$ cat config.mk
export PLATFORM = sky130hd
export DESIGN_NAME = led_time_dither_modulator_top
export DESIGN_NICKNAME = d
export VERILOG_FILES = /design/src/hw/rtl/ltdm_pkg.sv /design/src/hw/rtl/ltdm_mul.sv /design/src/hw/rtl/ltdm_div.sv /design/src/hw/rtl/led_time_dither_modulator_top.sv
export SDC_FILE = /design/constraint.sdc
export NUM_CORES = 2
export LEC_CHECK = 0
export ABC_CLOCK_PERIOD_IN_PS = 7200
export BUFFER_PORTS_ARGS = -buffer_cell sky130_fd_sc_hd__buf_2
export CELL_PAD_IN_SITES_DETAIL_PLACEMENT = 1
export CELL_PAD_IN_SITES_GLOBAL_PLACEMENT = 1
export CORE_MARGIN = 3
export CORE_UTILIZATION = 44
export DETAILED_ROUTE_END_ITERATION = 10
export GPL_TIMING_DRIVEN = 0
export PLACE_DENSITY = 0.77
export SETUP_SLACK_MARGIN = 0.2
export SYNTH_ARGS = -nofsm -noshare
export SYNTH_HDL_FRONTEND = slang
export SYNTH_HIERARCHICAL = 1
export SYNTH_SLANG_ARGS = --single-unit
$ cat constraint.sdc
create_clock -name clk -period 7.2 [get_ports clk]
set_clock_uncertainty 0.15 [all_clocks]
set_input_delay 1.44 -clock clk [delete_from_list [all_inputs] [get_ports clk]]
set_output_delay 1.44 -clock clk [all_outputs]
set_load 0.01 [all_outputs]
$ cat src/hw/rtl/ltdm_pkg.sv
`default_nettype none

package ltdm_pkg;

	localparam int unsigned LEVEL_W   = 8;
	localparam int unsigned ELAPSED_W = 24;
	localparam int unsigned PERIOD_W  = 11;
	localparam int unsigned TIMEOUT_W = 29;
	localparam int unsigned TIME_W    = 21;
	localparam int unsigned ERR_W     = 32;
	localparam int unsigned HIGH_W    = 30;
	localparam int unsigned LOW_W     = 31;
	localparam int unsigned SUM_W     = 34;
	localparam int unsigned CFG_IDX_W = 1;

	localparam int unsigned MUL0_AW = ELAPSED_W;
	localparam int unsigned MUL1_AW = TIME_W;
	localparam int unsigned MUL_BW  = LEVEL_W;
	localparam int unsigned DIV0_NW = MUL0_AW + MUL_BW;
	localparam int unsigned DIV1_NW = MUL1_AW + MUL_BW;
	localparam int unsigned DIV_DW  = LEVEL_W;

	localparam logic [LEVEL_W-1:0] ON_LEVEL   = 8'd255;
	localparam logic [LEVEL_W-1:0] OFF_LEVEL  = 8'd0;
	localparam logic [LEVEL_W-1:0] HALF_LEVEL = ON_LEVEL / 2;
	localparam logic [LEVEL_W-1:0] SPAN       = ON_LEVEL - OFF_LEVEL;

	localparam logic [TIME_W-1:0]    US_PER_MS      = 21'd1000;
	localparam logic [PERIOD_W-1:0]  MIN_PERIOD_RST = 11'd10;
	localparam logic [PERIOD_W-1:0]  MAX_PERIOD_RST = 11'd1000;
	localparam logic [TIME_W-1:0]    MIN_OFF_RST    = 21'd10000;
	localparam logic [TIMEOUT_W-1:0] TIMEOUT_MAX    = 29'h1FFF_FFFF;

	localparam logic [CFG_IDX_W-1:0] CFG_MIN_PERIOD = 1'b0;
	localparam logic [CFG_IDX_W-1:0] CFG_MAX_PERIOD = 1'b1;

	typedef enum logic {
		OP_TIME = 1'b0,
		OP_SET  = 1'b1
	} op_t;

	typedef struct packed {
		op_t                  opcode;
		logic [ELAPSED_W-1:0] elapsed_us;
		logic [LEVEL_W-1:0]   brightness;
	} in_word_t;

	typedef struct packed {
		logic                 led_on;
		logic                 steady;
		logic [TIMEOUT_W-1:0] timeout_us;
	} out_word_t;

endpackage

`default_nettype wire

$ cat src/hw/rtl/ltdm_mul.sv
`default_nettype none

module ltdm_mul #(
	parameter int unsigned AW = 24,
	parameter int unsigned BW = 8
) (
	input  logic             clk,
	input  logic             arst_n,
	input  logic             start,
	input  logic [AW-1:0]    a,
	input  logic [BW-1:0]    b,
	output logic             done,
	output logic [AW+BW-1:0] p
);

	localparam int unsigned CW = $clog2(BW);

	logic             busy_q;
	logic             done_q;
	logic [CW-1:0]    cnt_q;
	logic [AW-1:0]    a_q;
	logic [AW+BW-1:0] acc_q;
	logic [AW:0]      sum;

	// one multiplier bit per cycle, lsb first
	assign sum = {1'b0, acc_q[AW+BW-1:BW]} + (acc_q[0] ? {1'b0, a_q} : {(AW+1){1'b0}});

	always_ff @(posedge clk or negedge arst_n) begin
		if (!arst_n) begin
			busy_q <= 1'b0;
			done_q <= 1'b0;
			cnt_q  <= '0;
		end else if (start) begin
			busy_q <= 1'b1;
			done_q <= 1'b0;
			cnt_q  <= '0;
		end else if (busy_q) begin
			cnt_q <= cnt_q + 1'b1;
			if (cnt_q == CW'(BW - 1)) begin
				busy_q <= 1'b0;
				done_q <= 1'b1;
			end
		end else begin
			done_q <= 1'b0;
		end
	end

	always_ff @(posedge clk) begin
		if (start) begin
			a_q   <= a;
			acc_q <= {{AW{1'b0}}, b};
		end else if (busy_q) begin
			acc_q <= {sum, acc_q[BW-1:1]};
		end
	end

	assign done = done_q;
	assign p    = acc_q;

endmodule

`default_nettype wire

$ cat src/hw/rtl/ltdm_div.sv
`default_nettype none

module ltdm_div #(
	parameter int unsigned NW = 32,
	parameter int unsigned DW = 8
) (
	input  logic          clk,
	input  logic          arst_n,
	input  logic          start,
	input  logic [NW-1:0] n,
	input  logic [DW-1:0] d,
	output logic          done,
	output logic [NW-1:0] q,
	output logic [DW-1:0] r
);

	localparam int unsigned CW = $clog2(NW);

	logic          busy_q;
	logic          done_q;
	logic [CW-1:0] cnt_q;
	logic [NW-1:0] quo_q;
	logic [DW-1:0] rem_q;
	logic [DW-1:0] d_q;
	logic [DW:0]   sh;
	logic [DW+1:0] diff;
	logic          fits;

	// restoring step, one quotient bit per cycle
	assign sh   = {rem_q, quo_q[NW-1]};
	assign diff = {1'b0, sh} - {2'b0, d_q};
	assign fits = !diff[DW+1];

	always_ff @(posedge clk or negedge arst_n) begin
		if (!arst_n) begin
			busy_q <= 1'b0;
			done_q <= 1'b0;
			cnt_q  <= '0;
		end else if (start) begin
			busy_q <= 1'b1;
			done_q <= 1'b0;
			cnt_q  <= '0;
		end else if (busy_q) begin
			cnt_q <= cnt_q + 1'b1;
			if (cnt_q == CW'(NW - 1)) begin
				busy_q <= 1'b0;
				done_q <= 1'b1;
			end
		end else begin
			done_q <= 1'b0;
		end
	end

	always_ff @(posedge clk) begin
		if (start) begin
			quo_q <= n;
			rem_q <= '0;
			d_q   <= d;
		end else if (busy_q) begin
			quo_q <= {quo_q[NW-2:0], fits};
			rem_q <= fits ? diff[DW-1:0] : sh[DW-1:0];
		end
	end

	assign done = done_q;
	assign q    = quo_q;
	assign r    = rem_q;

endmodule

`default_nettype wire

$ cat src/hw/rtl/led_time_dither_modulator_top.sv
// a time event runs the accrual multiply, sum, clamp and choose steps, then the timeout divide
// unless the result is steady; a set-brightness event first runs a multiply, divide and multiply
// for the new limits; one word at a time, through the 8-step shift-add multipliers
// and the restoring dividers; a new word is taken while the last result waits
// reset: error, level and target cleared, limits as for target zero, periods 10 and 1000 ms
`default_nettype none

module led_time_dither_modulator_top (
	input  logic                                clk,
	input  logic                                arst_n,
	input  logic                                in_valid,
	output logic                                in_ready,
	input  ltdm_pkg::in_word_t                  in_data,
	output logic                                out_valid,
	input  logic                                out_ready,
	output ltdm_pkg::out_word_t                 out_data,
	input  logic                                cfg_valid,
	output logic                                cfg_ready,
	input  logic [ltdm_pkg::CFG_IDX_W-1:0]      cfg_index,
	input  logic [ltdm_pkg::PERIOD_W-1:0]       cfg_data
);

	typedef enum logic [3:0] {
		S_IDLE,
		S_MUL1,
		S_DIV1,
		S_MUL2,
		S_ACC,
		S_SUM,
		S_CLAMP,
		S_CHOOSE,
		S_DIV2,
		S_FIN
	} state_t;

	function automatic logic [ltdm_pkg::LEVEL_W-1:0] speed_of(
		input logic                         lvl_on,
		input logic [ltdm_pkg::LEVEL_W-1:0] tgt
	);
		speed_of = lvl_on ? (ltdm_pkg::ON_LEVEL - tgt) : (tgt - ltdm_pkg::OFF_LEVEL);
	endfunction

	state_t state_q;

	logic [ltdm_pkg::PERIOD_W-1:0]  min_ms_q;
	logic [ltdm_pkg::PERIOD_W-1:0]  max_ms_q;

	logic signed [ltdm_pkg::ERR_W-1:0] err_q;
	logic                              on_q;
	logic                              steady_q;
	logic [ltdm_pkg::LEVEL_W-1:0]      target_q;
	logic [ltdm_pkg::TIME_W-1:0]       min_on_q;
	logic [ltdm_pkg::TIME_W-1:0]       min_off_q;
	logic [ltdm_pkg::TIME_W-1:0]       max_on_q;
	logic [ltdm_pkg::TIME_W-1:0]       max_off_q;
	logic [ltdm_pkg::HIGH_W-1:0]       high_q;
	logic signed [ltdm_pkg::LOW_W-1:0] low_q;
	logic signed [ltdm_pkg::SUM_W-1:0] sum_q;

	ltdm_pkg::op_t                  op_q;
	logic [ltdm_pkg::ELAPSED_W-1:0] elapsed_q;
	logic [ltdm_pkg::LEVEL_W-1:0]   bright_q;

	logic                 mul_start_q;
	logic                 div_start_q;
	logic                 out_valid_q;
	ltdm_pkg::out_word_t  out_q;

	logic [ltdm_pkg::TIME_W-1:0]  minp;
	logic [ltdm_pkg::TIME_W-1:0]  maxp;
	logic [ltdm_pkg::LEVEL_W-1:0] b_sat;

	logic [ltdm_pkg::MUL0_AW-1:0]             m0_a;
	logic [ltdm_pkg::MUL_BW-1:0]              m0_b;
	logic [ltdm_pkg::MUL0_AW+ltdm_pkg::MUL_BW-1:0] m0_p;
	logic                                     m0_done;
	logic [ltdm_pkg::MUL1_AW-1:0]             m1_a;
	logic [ltdm_pkg::MUL1_AW+ltdm_pkg::MUL_BW-1:0] m1_p;
	logic                                     m1_done;

	logic [ltdm_pkg::DIV0_NW-1:0] d0_n;
	logic [ltdm_pkg::DIV_DW-1:0]  d0_d;
	logic [ltdm_pkg::DIV0_NW-1:0] d0_q;
	logic [ltdm_pkg::DIV_DW-1:0]  d0_r;
	logic                         d0_done;
	logic [ltdm_pkg::DIV1_NW-1:0] d1_q;
	logic [ltdm_pkg::DIV_DW-1:0]  d1_r;
	logic                         d1_done;

	logic signed [ltdm_pkg::SUM_W-1:0] sum_next;
	logic signed [ltdm_pkg::ERR_W-1:0] err_clamped;
	logic [ltdm_pkg::ERR_W-1:0]        err_mag;
	logic                              new_on;
	logic [ltdm_pkg::LEVEL_W-1:0]      new_speed;
	logic [ltdm_pkg::ERR_W-1:0]        t_min;
	logic [ltdm_pkg::TIMEOUT_W-1:0]    timeout;

	assign minp  = ltdm_pkg::TIME_W'(min_ms_q) * ltdm_pkg::US_PER_MS;
	assign maxp  = ltdm_pkg::TIME_W'(max_ms_q) * ltdm_pkg::US_PER_MS;
	assign b_sat = (in_data.brightness > ltdm_pkg::ON_LEVEL) ? ltdm_pkg::ON_LEVEL
		: in_data.brightness;

	// operand select for the shared serial units
	always_comb begin
		unique case (state_q)
			S_MUL1: begin
				m0_a = ltdm_pkg::MUL0_AW'(maxp);
				m0_b = bright_q - ltdm_pkg::OFF_LEVEL;
				m1_a = minp;
			end
			S_MUL2: begin
				m0_a = ltdm_pkg::MUL0_AW'(max_on_q);
				m0_b = ltdm_pkg::ON_LEVEL - bright_q;
				m1_a = max_off_q;
			end
			default: begin
				m0_a = elapsed_q;
				m0_b = speed_of(on_q, target_q);
				m1_a = minp;
			end
		endcase
	end

	always_comb begin
		unique case (state_q)
			S_DIV1: begin
				d0_n = m0_p;
				d0_d = ltdm_pkg::SPAN;
			end
			default: begin
				d0_n = err_mag;
				d0_d = speed_of(on_q, target_q);
			end
		endcase
	end

	ltdm_mul #(
		.AW (ltdm_pkg::MUL0_AW),
		.BW (ltdm_pkg::MUL_BW)
	) u_mul0 (
		.clk    (clk),
		.arst_n (arst_n),
		.start  (mul_start_q),
		.a      (m0_a),
		.b      (m0_b),
		.done   (m0_done),
		.p      (m0_p)
	);

	ltdm_mul #(
		.AW (ltdm_pkg::MUL1_AW),
		.BW (ltdm_pkg::MUL_BW)
	) u_mul1 (
		.clk    (clk),
		.arst_n (arst_n),
		.start  (mul_start_q),
		.a      (m1_a),
		.b      (bright_q - ltdm_pkg::OFF_LEVEL),
		.done   (m1_done),
		.p      (m1_p)
	);

	ltdm_div #(
		.NW (ltdm_pkg::DIV0_NW),
		.DW (ltdm_pkg::DIV_DW)
	) u_div0 (
		.clk    (clk),
		.arst_n (arst_n),
		.start  (div_start_q),
		.n      (d0_n),
		.d      (d0_d),
		.done   (d0_done),
		.q      (d0_q),
		.r      (d0_r)
	);

	ltdm_div #(
		.NW (ltdm_pkg::DIV1_NW),
		.DW (ltdm_pkg::DIV_DW)
	) u_div1 (
		.clk    (clk),
		.arst_n (arst_n),
		.start  (div_start_q),
		.n      (m1_p),
		.d      (ltdm_pkg::SPAN),
		.done   (d1_done),
		.q      (d1_q),
		.r      (d1_r)
	);

	// accrual and clamp
	always_comb begin
		sum_next = $signed({{(ltdm_pkg::SUM_W-ltdm_pkg::ERR_W){err_q[ltdm_pkg::ERR_W-1]}}, err_q});
		if (on_q) begin
			sum_next = sum_next + $signed({2'b0, m0_p});
		end else begin
			sum_next = sum_next - $signed({2'b0, m0_p});
		end
	end

	always_comb begin
		priority if (sum_q < $signed({{(ltdm_pkg::SUM_W-ltdm_pkg::LOW_W){low_q[ltdm_pkg::LOW_W-1]}},
			low_q})) begin
			err_clamped = {low_q[ltdm_pkg::LOW_W-1], low_q};
		end else if (sum_q > $signed({{(ltdm_pkg::SUM_W-ltdm_pkg::HIGH_W){1'b0}}, high_q})) begin
			err_clamped = {2'b0, high_q};
		end else begin
			err_clamped = sum_q[ltdm_pkg::ERR_W-1:0];
		end
	end

	assign err_mag   = err_q[ltdm_pkg::ERR_W-1] ? ltdm_pkg::ERR_W'(-err_q) : err_q;
	assign new_on    = err_q[ltdm_pkg::ERR_W-1]
		|| ((err_q == '0) && (target_q > ltdm_pkg::HALF_LEVEL));
	assign new_speed = speed_of(new_on, target_q);

	// timeout from the quotient, minimum times and field range; zero when steady
	always_comb begin
		t_min = d0_q;
		if (on_q && (min_on_q >= min_off_q) && (d0_q < ltdm_pkg::ERR_W'(min_on_q))) begin
			t_min = ltdm_pkg::ERR_W'(min_on_q);
		end
		if (!on_q && (min_off_q >= min_on_q) && (d0_q < ltdm_pkg::ERR_W'(min_off_q))) begin
			t_min = ltdm_pkg::ERR_W'(min_off_q);
		end
		if (steady_q) begin
			timeout = '0;
		end else if (t_min > ltdm_pkg::ERR_W'(ltdm_pkg::TIMEOUT_MAX)) begin
			timeout = ltdm_pkg::TIMEOUT_MAX;
		end else begin
			timeout = t_min[ltdm_pkg::TIMEOUT_W-1:0];
		end
	end

	always_ff @(posedge clk or negedge arst_n) begin
		if (!arst_n) begin
			min_ms_q <= ltdm_pkg::MIN_PERIOD_RST;
			max_ms_q <= ltdm_pkg::MAX_PERIOD_RST;
		end else if (cfg_valid) begin
			unique case (cfg_index)
				ltdm_pkg::CFG_MIN_PERIOD: min_ms_q <= cfg_data;
				ltdm_pkg::CFG_MAX_PERIOD: max_ms_q <= cfg_data;
			endcase
		end
	end

	always_ff @(posedge clk or negedge arst_n) begin
		if (!arst_n) begin
			state_q     <= S_IDLE;
			err_q       <= '0;
			on_q        <= 1'b0;
			steady_q    <= 1'b0;
			target_q    <= ltdm_pkg::OFF_LEVEL;
			min_on_q    <= '0;
			min_off_q   <= ltdm_pkg::MIN_OFF_RST;
			max_on_q    <= '0;
			max_off_q   <= '0;
			high_q      <= '0;
			low_q       <= '0;
			sum_q       <= '0;
			op_q        <= ltdm_pkg::OP_TIME;
			elapsed_q   <= '0;
			bright_q    <= '0;
			mul_start_q <= 1'b0;
			div_start_q <= 1'b0;
			out_valid_q <= 1'b0;
			out_q       <= '0;
		end else begin
			mul_start_q <= ((state_q == S_IDLE) && in_valid)
				|| ((state_q == S_DIV1) && d0_done)
				|| ((state_q == S_MUL2) && m0_done && m1_done);
			div_start_q <= ((state_q == S_MUL1) && m0_done && m1_done)
				|| ((state_q == S_CHOOSE) && (new_speed != '0));
			if (out_valid_q && out_ready && (state_q != S_FIN)) begin
				out_valid_q <= 1'b0;
			end
			unique case (state_q)
				S_IDLE: begin
					if (in_valid) begin
						op_q        <= in_data.opcode;
						elapsed_q   <= in_data.elapsed_us;
						bright_q    <= b_sat;
						state_q     <= (in_data.opcode == ltdm_pkg::OP_SET) ? S_MUL1 : S_ACC;
					end
				end
				S_MUL1: begin
					if (m0_done && m1_done) begin
						state_q     <= S_DIV1;
					end
				end
				S_DIV1: begin
					if (d1_done) begin
						min_on_q    <= d1_q[ltdm_pkg::TIME_W-1:0];
						min_off_q   <= minp - d1_q[ltdm_pkg::TIME_W-1:0]
							- ltdm_pkg::TIME_W'(d1_r != '0);
					end
					if (d0_done) begin
						max_on_q    <= d0_q[ltdm_pkg::TIME_W-1:0];
						max_off_q   <= maxp - d0_q[ltdm_pkg::TIME_W-1:0]
							- ltdm_pkg::TIME_W'(d0_r != '0);
						state_q     <= S_MUL2;
					end
				end
				S_MUL2: begin
					if (m0_done && m1_done) begin
						high_q      <= m0_p[ltdm_pkg::HIGH_W-1:0];
						low_q       <= ltdm_pkg::LOW_W'(0) - ltdm_pkg::LOW_W'(m1_p);
						state_q     <= S_ACC;
					end
				end
				S_ACC: begin
					if (m0_done) begin
						state_q <= S_SUM;
					end
				end
				S_SUM: begin
					sum_q   <= sum_next;
					state_q <= S_CLAMP;
				end
				S_CLAMP: begin
					err_q <= err_clamped;
					if (op_q == ltdm_pkg::OP_SET) begin
						target_q <= bright_q;
					end
					state_q <= S_CHOOSE;
				end
				S_CHOOSE: begin
					on_q     <= new_on;
					steady_q <= (new_speed == '0);
					if (new_speed == '0) begin
						state_q <= S_FIN;
					end else begin
						state_q     <= S_DIV2;
					end
				end
				S_DIV2: begin
					if (d0_done) begin
						state_q <= S_FIN;
					end
				end
				S_FIN: begin
					if (!out_valid_q || out_ready) begin
						out_q.led_on     <= on_q;
						out_q.steady     <= steady_q;
						out_q.timeout_us <= timeout;
						out_valid_q      <= 1'b1;
						state_q          <= S_IDLE;
					end
				end
				default: begin
					state_q <= S_IDLE;
				end
			endcase
		end
	end

	assign in_ready  = (state_q == S_IDLE);
	assign out_valid = out_valid_q;
	assign out_data  = out_q;
	assign cfg_ready = 1'b1;

endmodule

`default_nettype wire

# ---- Word level (Yosys, flattened, before mapping)
# Index checks and enable logic that the tools add are counted.
dict set report totals {
  input_bits 50
  reg_bits 528
}
dict set report op_classes {
  addsub 18
  mul 2
  n_lt_le_gt_ge 9
  bitwise 1
  n_mux 72
  reduce_logical 43
  eq_ne 25
}
# cell count
set op_table {}
lappend op_table {{32-bit two-way mux} 8}
lappend op_table {{29-bit two-way mux} 4}
lappend op_table {{8-bit two-way mux} 9}
lappend op_table {{32-bit by 21-bit < comparator with 1-bit output} 2}
lappend op_table {{24-bit one-hot mux with 2 select lines} 1}
lappend op_table {{21-bit greater-or-equal comparator} 2}
lappend op_table {{21-bit two-way mux} 2}
lappend op_table {{21-bit by 1-bit subtractor with 21-bit output} 2}
lappend op_table {{21-bit subtractor} 2}
lappend op_table {{4-bit one-hot mux with 10 select lines} 1}
lappend op_table {{11-bit by 7-bit multiplier with 18-bit output, second input constant} 2}
lappend op_table {{32-bit by 33-bit adder with 34-bit output} 1}
lappend op_table {{34-bit by 31-bit > comparator with 1-bit output} 1}
lappend op_table {{34-bit by 30-bit < comparator with 1-bit output} 1}
lappend op_table {{34-bit two-way mux} 1}
lappend op_table {{32-bit by 33-bit subtractor with 34-bit output} 1}
lappend op_table {{32-bit by 29-bit > comparator with 1-bit output, second input constant} 1}
lappend op_table {{32-bit logical NOT} 1}
lappend op_table {{32-bit negator} 1}
lappend op_table {{1-bit by 29-bit subtractor with 30-bit output, first input constant} 1}
lappend op_table {{1-bit two-way mux} 28}
lappend op_table {{4-bit two-way mux} 7}
lappend op_table {{24-bit by 24-bit adder with 25-bit output} 1}
lappend op_table {{24-bit two-way mux} 1}
lappend op_table {{31 further kinds} 89}

# ---- Longest topological paths before layout
dict set report depth {
  ltp_word 8
  ltp_mapped 24
}

# ---- Modules after synthesis
# The synthesis kept the hierarchy.
# mod cells_each area_per_inst_um2 n_inst
set by_module_without_submodules {}
lappend by_module_without_submodules {led_time_dither_modulator_top 2896 26281.5 1}
lappend by_module_without_submodules {{ltdm_mul (u_mul0)} 344 3492.1 1}
lappend by_module_without_submodules {{ltdm_mul (u_mul1)} 317 3189.3 1}
lappend by_module_without_submodules {{ltdm_div (u_div0)} 199 2658.8 1}
lappend by_module_without_submodules {{ltdm_div (u_div1)} 194 2526.2 1}

# ---- Least setup slack after synthesis
# OpenSTA, ideal clock, no wires.
dict set report synth_timing {
  path_type {register to register}
  from {register max_ms_q[3] (netlist name)}
  to {register max_off_q[20] (netlist name)}
  path_stages_with_launch 25
  period_less_slack_ns 5.997
  required_ns 6.916
  arrival_ns 5.713
  setup_slack_ns 1.203
  cell_sequence {dfstp_2 > inv_1 > fa_1 > fa_1 > fa_1 > fa_1 > inv_1 > ha_1 > o21a_1 > o31a_1 > o211ai_1 > nand2_1 > a21o_1 > xnor2_1 > ha_1 > inv_1 > ha_1 > or2_2 > a21oi_1 > a311oi_1 > o21a_1 > o2111a_1 > a211oi_1 > xnor2_1 > o21ai_0}
}
dict set report synth_between {
  elab_chain_cells 3
}
# item line_no
set synth_rtl {}
lappend synth_rtl {{start, declared} led_time_dither_modulator_top.sv:46} ;# logic [ltdm_pkg::PERIOD_W-1:0] max_ms_q;
lappend synth_rtl {{start signal, assigned} led_time_dither_modulator_top.sv:238} ;# max_ms_q <= ltdm_pkg::MAX_PERIOD_RST;
lappend synth_rtl {{start signal, assigned} led_time_dither_modulator_top.sv:242} ;# ltdm_pkg::CFG_MAX_PERIOD: max_ms_q <= cfg_data;
lappend synth_rtl {{11-bit by 7-bit multiplier with 18-bit output} led_time_dither_modulator_top.sv:99} ;# assign maxp = ltdm_pkg::TIME_W'(max_ms_q) * ltdm_pkg::US_PER_MS;
lappend synth_rtl {{21-bit subtractor} led_time_dither_modulator_top.sv:299} ;# max_off_q <= maxp - d0_q[ltdm_pkg::TIME_W-1:0]
lappend synth_rtl {{21-bit by 1-bit subtractor with 21-bit output} led_time_dither_modulator_top.sv:300} ;# - ltdm_pkg::TIME_W'(d0_r != '0);
lappend synth_rtl {{end signal, assigned} led_time_dither_modulator_top.sv:299}
lappend synth_rtl {{end, declared} led_time_dither_modulator_top.sv:55} ;# logic [ltdm_pkg::TIME_W-1:0] max_off_q;
# Every way passes these cells.
# A chain may end at the register's enable or synchronous reset.

# ---- Final worst setup path
dict set report layout_timing {
  from {register max_ms_q[6] (netlist name)}
  to {register max_off_q[20] (netlist name)}
}
# The elaborated chain is that of the path after synthesis.

==> flow_summary_export.csv <==
group,metric,value,unit
synthesis,synth_top_cell_area_share,21.3,%
placement,routabilityCongestion,0.940,
clocking,hold_buffers,0,
global_route,grt.total_usage,28.1,%
routing,drt_iter0_drc,2147,
synthesis,synth.distinct_cells,103,
clocking,cts_root_buf,"clkbuf_16",
synthesis,synth_edf_count,138,
synthesis,ys.flop_type,"dfrtp_1",
status,status,"finished clean",
synthesis,synthArstFlopShare,62.9,%
worst_setup_path,cp-endpoint,"max_off_q[20]",
synthesis,ys_top_cells_by_area,"dfrtp_1 (21%), ha_1 (13%), edfxtp_1 (11%)",
cells_and_area,finalNetCount,4629,
placement,io_buffers,82,
routing,dr_total_vias,31400,
floorplanning,initial_utilization,44.6,%
floorplanning,rows,107,
synthesis,syn_area_per_cell,9.66,µm²
synthesis,syn-cell-area,38100,µm²
placement,place_ws,300,ps
placement,dp_hpwl,100000,µm
synthesis,synth_seq_area_share,36.2,%
worst_setup_path,cp.arrival,6980,ps
global_route,overflow,0,
timing,hold_violations,0,
timing,clock.fmax,0.150,GHz
timing,period_share,92.3,%
worst_setup_path,path_class,"flip-flop to flip-flop",
routing,wl_per_cell,24.0,µm
clocking,clk_latency,640,ps
cells_and_area,layout_commonest_cell,"ha_1",
timing,relSlewSlack,8.02,%
clocking,cts_made_buffers,67,
timing,fin_hold_ws,322,ps
timing,setup_viol,0,
worst_setup_path,rr_endpoint,"max_off_q[20]",
worst_setup_path,required,7530,ps
clocking,clock-sinks,536,
cells_and_area,final_layout_size_suffix_gt1_share,11.6,%
clocking,h-tree-depth,3,
global_route,first_global_vias,33000,
global_route,grt_pass1_wl,196000,µm
floorplanning,core,85500,µm²
flow_run,cap_violations,0,
floorplanning,die_w,300,µm
clocking,cts_resized,0,
routing,drt-total-wl,127000,µm
worst_setup_path,crit_fanout,5,
synthesis,synth-seq-cells,536,
routing,drc,0,
routing,firstDrtPassIters,5,
cells_and_area,final_cell_mix,"ha_1 (391), inv_1 (390), nand2_1 (344), dfrtp_1 (322), o21ai_0 (297)",
cells_and_area,area_growth,11.3,%
clocking,cts_setup_buffers,0,
clocking,clk_pin_slew,60,ps
worst_setup_path,cp-end-kind,"flip-flop",
worst_setup_path,worstSetupStartpointType,"flip-flop",
cells_and_area,final_cells,5313,
floorplanning,die_y,300,µm
routing,detail-route-antenna-nets,0,
worst_setup_path,worst-r2r-cell-count,24,
worst_setup_path,cp-startpoint,"max_ms_q[6]",
timing,rsz0062_at_grt,"yes",
worst_hold_path,hold_path_class,"flip-flop to flip-flop",
clocking,cts_tree,"done",
clocking,clockBufferDepth,3,
synthesis,yosysTopAreaCell,"dfrtp_1",
timing,slew_viol_final,0,
floorplanning,fp.dieArea,90300,µm²
timing,min_period,6650,ps
global_route,antenna_found_initial,7,
synthesis,yosys_warnings,6,
worst_setup_path,worstReg2RegStart,"max_ms_q[6]",
timing,tightest_slew,1370,ps
global_route,grt_max_degree,95,
synthesis,syn_inst,3950,
cells_and_area,fin_util,49.6,%
timing,setup_slack,554,ps
placement,dp.cells,5190,
floorplanning,ioPinCount,84,
worst_setup_path,reg2reg_setup_slack,550,ps
routing,vias_per_cell,5.91,
how the worst min path moves through the flow:
stage                      start      endpoint  slack (ps)  cells past startpoint
detailed placement  out_data[28]  out_data[28]         310                      2
global placement    out_data[27]  out_data[27]         310                      2
finish              out_data[28]  out_data[28]         320                      2
global route        out_data[27]  out_data[27]         360                      2
floorplan           max_off_q[2]  max_off_q[2]         290                      2
CTS                 out_data[28]  out_data[28]         330                      2
sequential cells by signal, summed over array words and instances (netlist names), 11 cells and up:
name and cells:
u_mul1/p 29, max_ms_q 11, u_div0/q 32, min_on_q 21
u_mul0/a_q 24, u_mul1/a_q 21, min_off_q 21, high_q 30
u_div1/q 29, sum_q 34, elapsed_q 24, min_ms_q 11
low_q 30, err_q 32, out_data 31, max_off_q 21
u_mul0/p 32, max_on_q 21
routing by layer:
layer	up-vias	GRT usage, %	share of wire, %
met2	826	46.7	47
met3	268	3.98	5.3
li1	14400	-	-
met5	-	0	0.020
met1	15900	36.3	42
met4	4	12.8	5.2
synth_stat cells, drive strengths merged (21+ instances only):
master  number
a211oi      53
a21o        85
a21oi      184
a221o       28
a221oi      26
a31oi       24
and2        62
and3        21
buf         22
clkbuf     124
dfrtp      324
dfxtp       61
edfxtp     138
fa          73
ha         391
inv        391
mux2       202
mux2i       80
nand2      344
nand2b      41
nand3       47
nand4       38
nor2       196
nor2b       25
nor3        71
nor4        22
o211ai      22
o21a        38
o21ai      304
o21bai      22
o31ai       45
or3         29
or4         28
xnor2       89
xor2       122
cell type report:
| type | instances | area, µm² |
|---|---|---|
| diodes | 1 | 2.50 |
| plain buffers | 146 | 577 |
| clock buffers | 89 | 1840 |
| clock inverters | 33 | 437 |
| fillers | 9707 | 43100 |
| inverters | 392 | 1470 |
| multi-input cells | 2884 | 22300 |
| flip-flops and latches | 536 | 13800 |
| well taps | 1144 | 1430 |
| repair buffers | 88 | 538 |
worst max-delay path: stages, from the launching register on:
cell and delay [ps]:
dfstp_2 590, inv_1 140, fa_1 470, fa_1 510
inv_1 50, fa_1 500, inv_1 60, fa_1 500
inv_1 40, ha_1 360, and3_1 170, a21oi_1 110
o21ai_0 120, o41ai_1 430, o21ai_0 200, xnor2_1 530
ha_1 350, inv_1 60, ha_1 270, a21o_1 200
nand2_1 60, o31ai_1 80, a211oi_1 220, xnor2_1 210
o21ai_0 120
cell families (layout without fill, tap and decap cells):
| family | after synthesis | after routing | synth area share, % |
|---|---|---|---|
| AOI/OAI and AO/OA | 949 | 949 | 16.5 |
| xor gates and xnor gates | 211 | 211 | 4.84 |
| adders and majority gates | 464 | 464 | 16.7 |
| buffers and inverters | 538 | 748 | 5.37 |
| DFF | 536 | 536 | 36.2 |
| muxes | 282 | 282 | 8.07 |
| other | 1 | 10 | 0.00983 |
| and+or+nand+nor | 969 | 969 | 12.4 |
through the flow:
stage	instance area, µm²	setup TNS (ps)
after global routing	42500	0
after detailed placement	40200	0
after floorplan	38200	0
after global placement	40000	-815450
final	42500	0
after CTS	42400	0
Power is left out: the tool's default activity adds up to more than one toggle a clock period on the data nets, which glitch-free logic cannot reach.
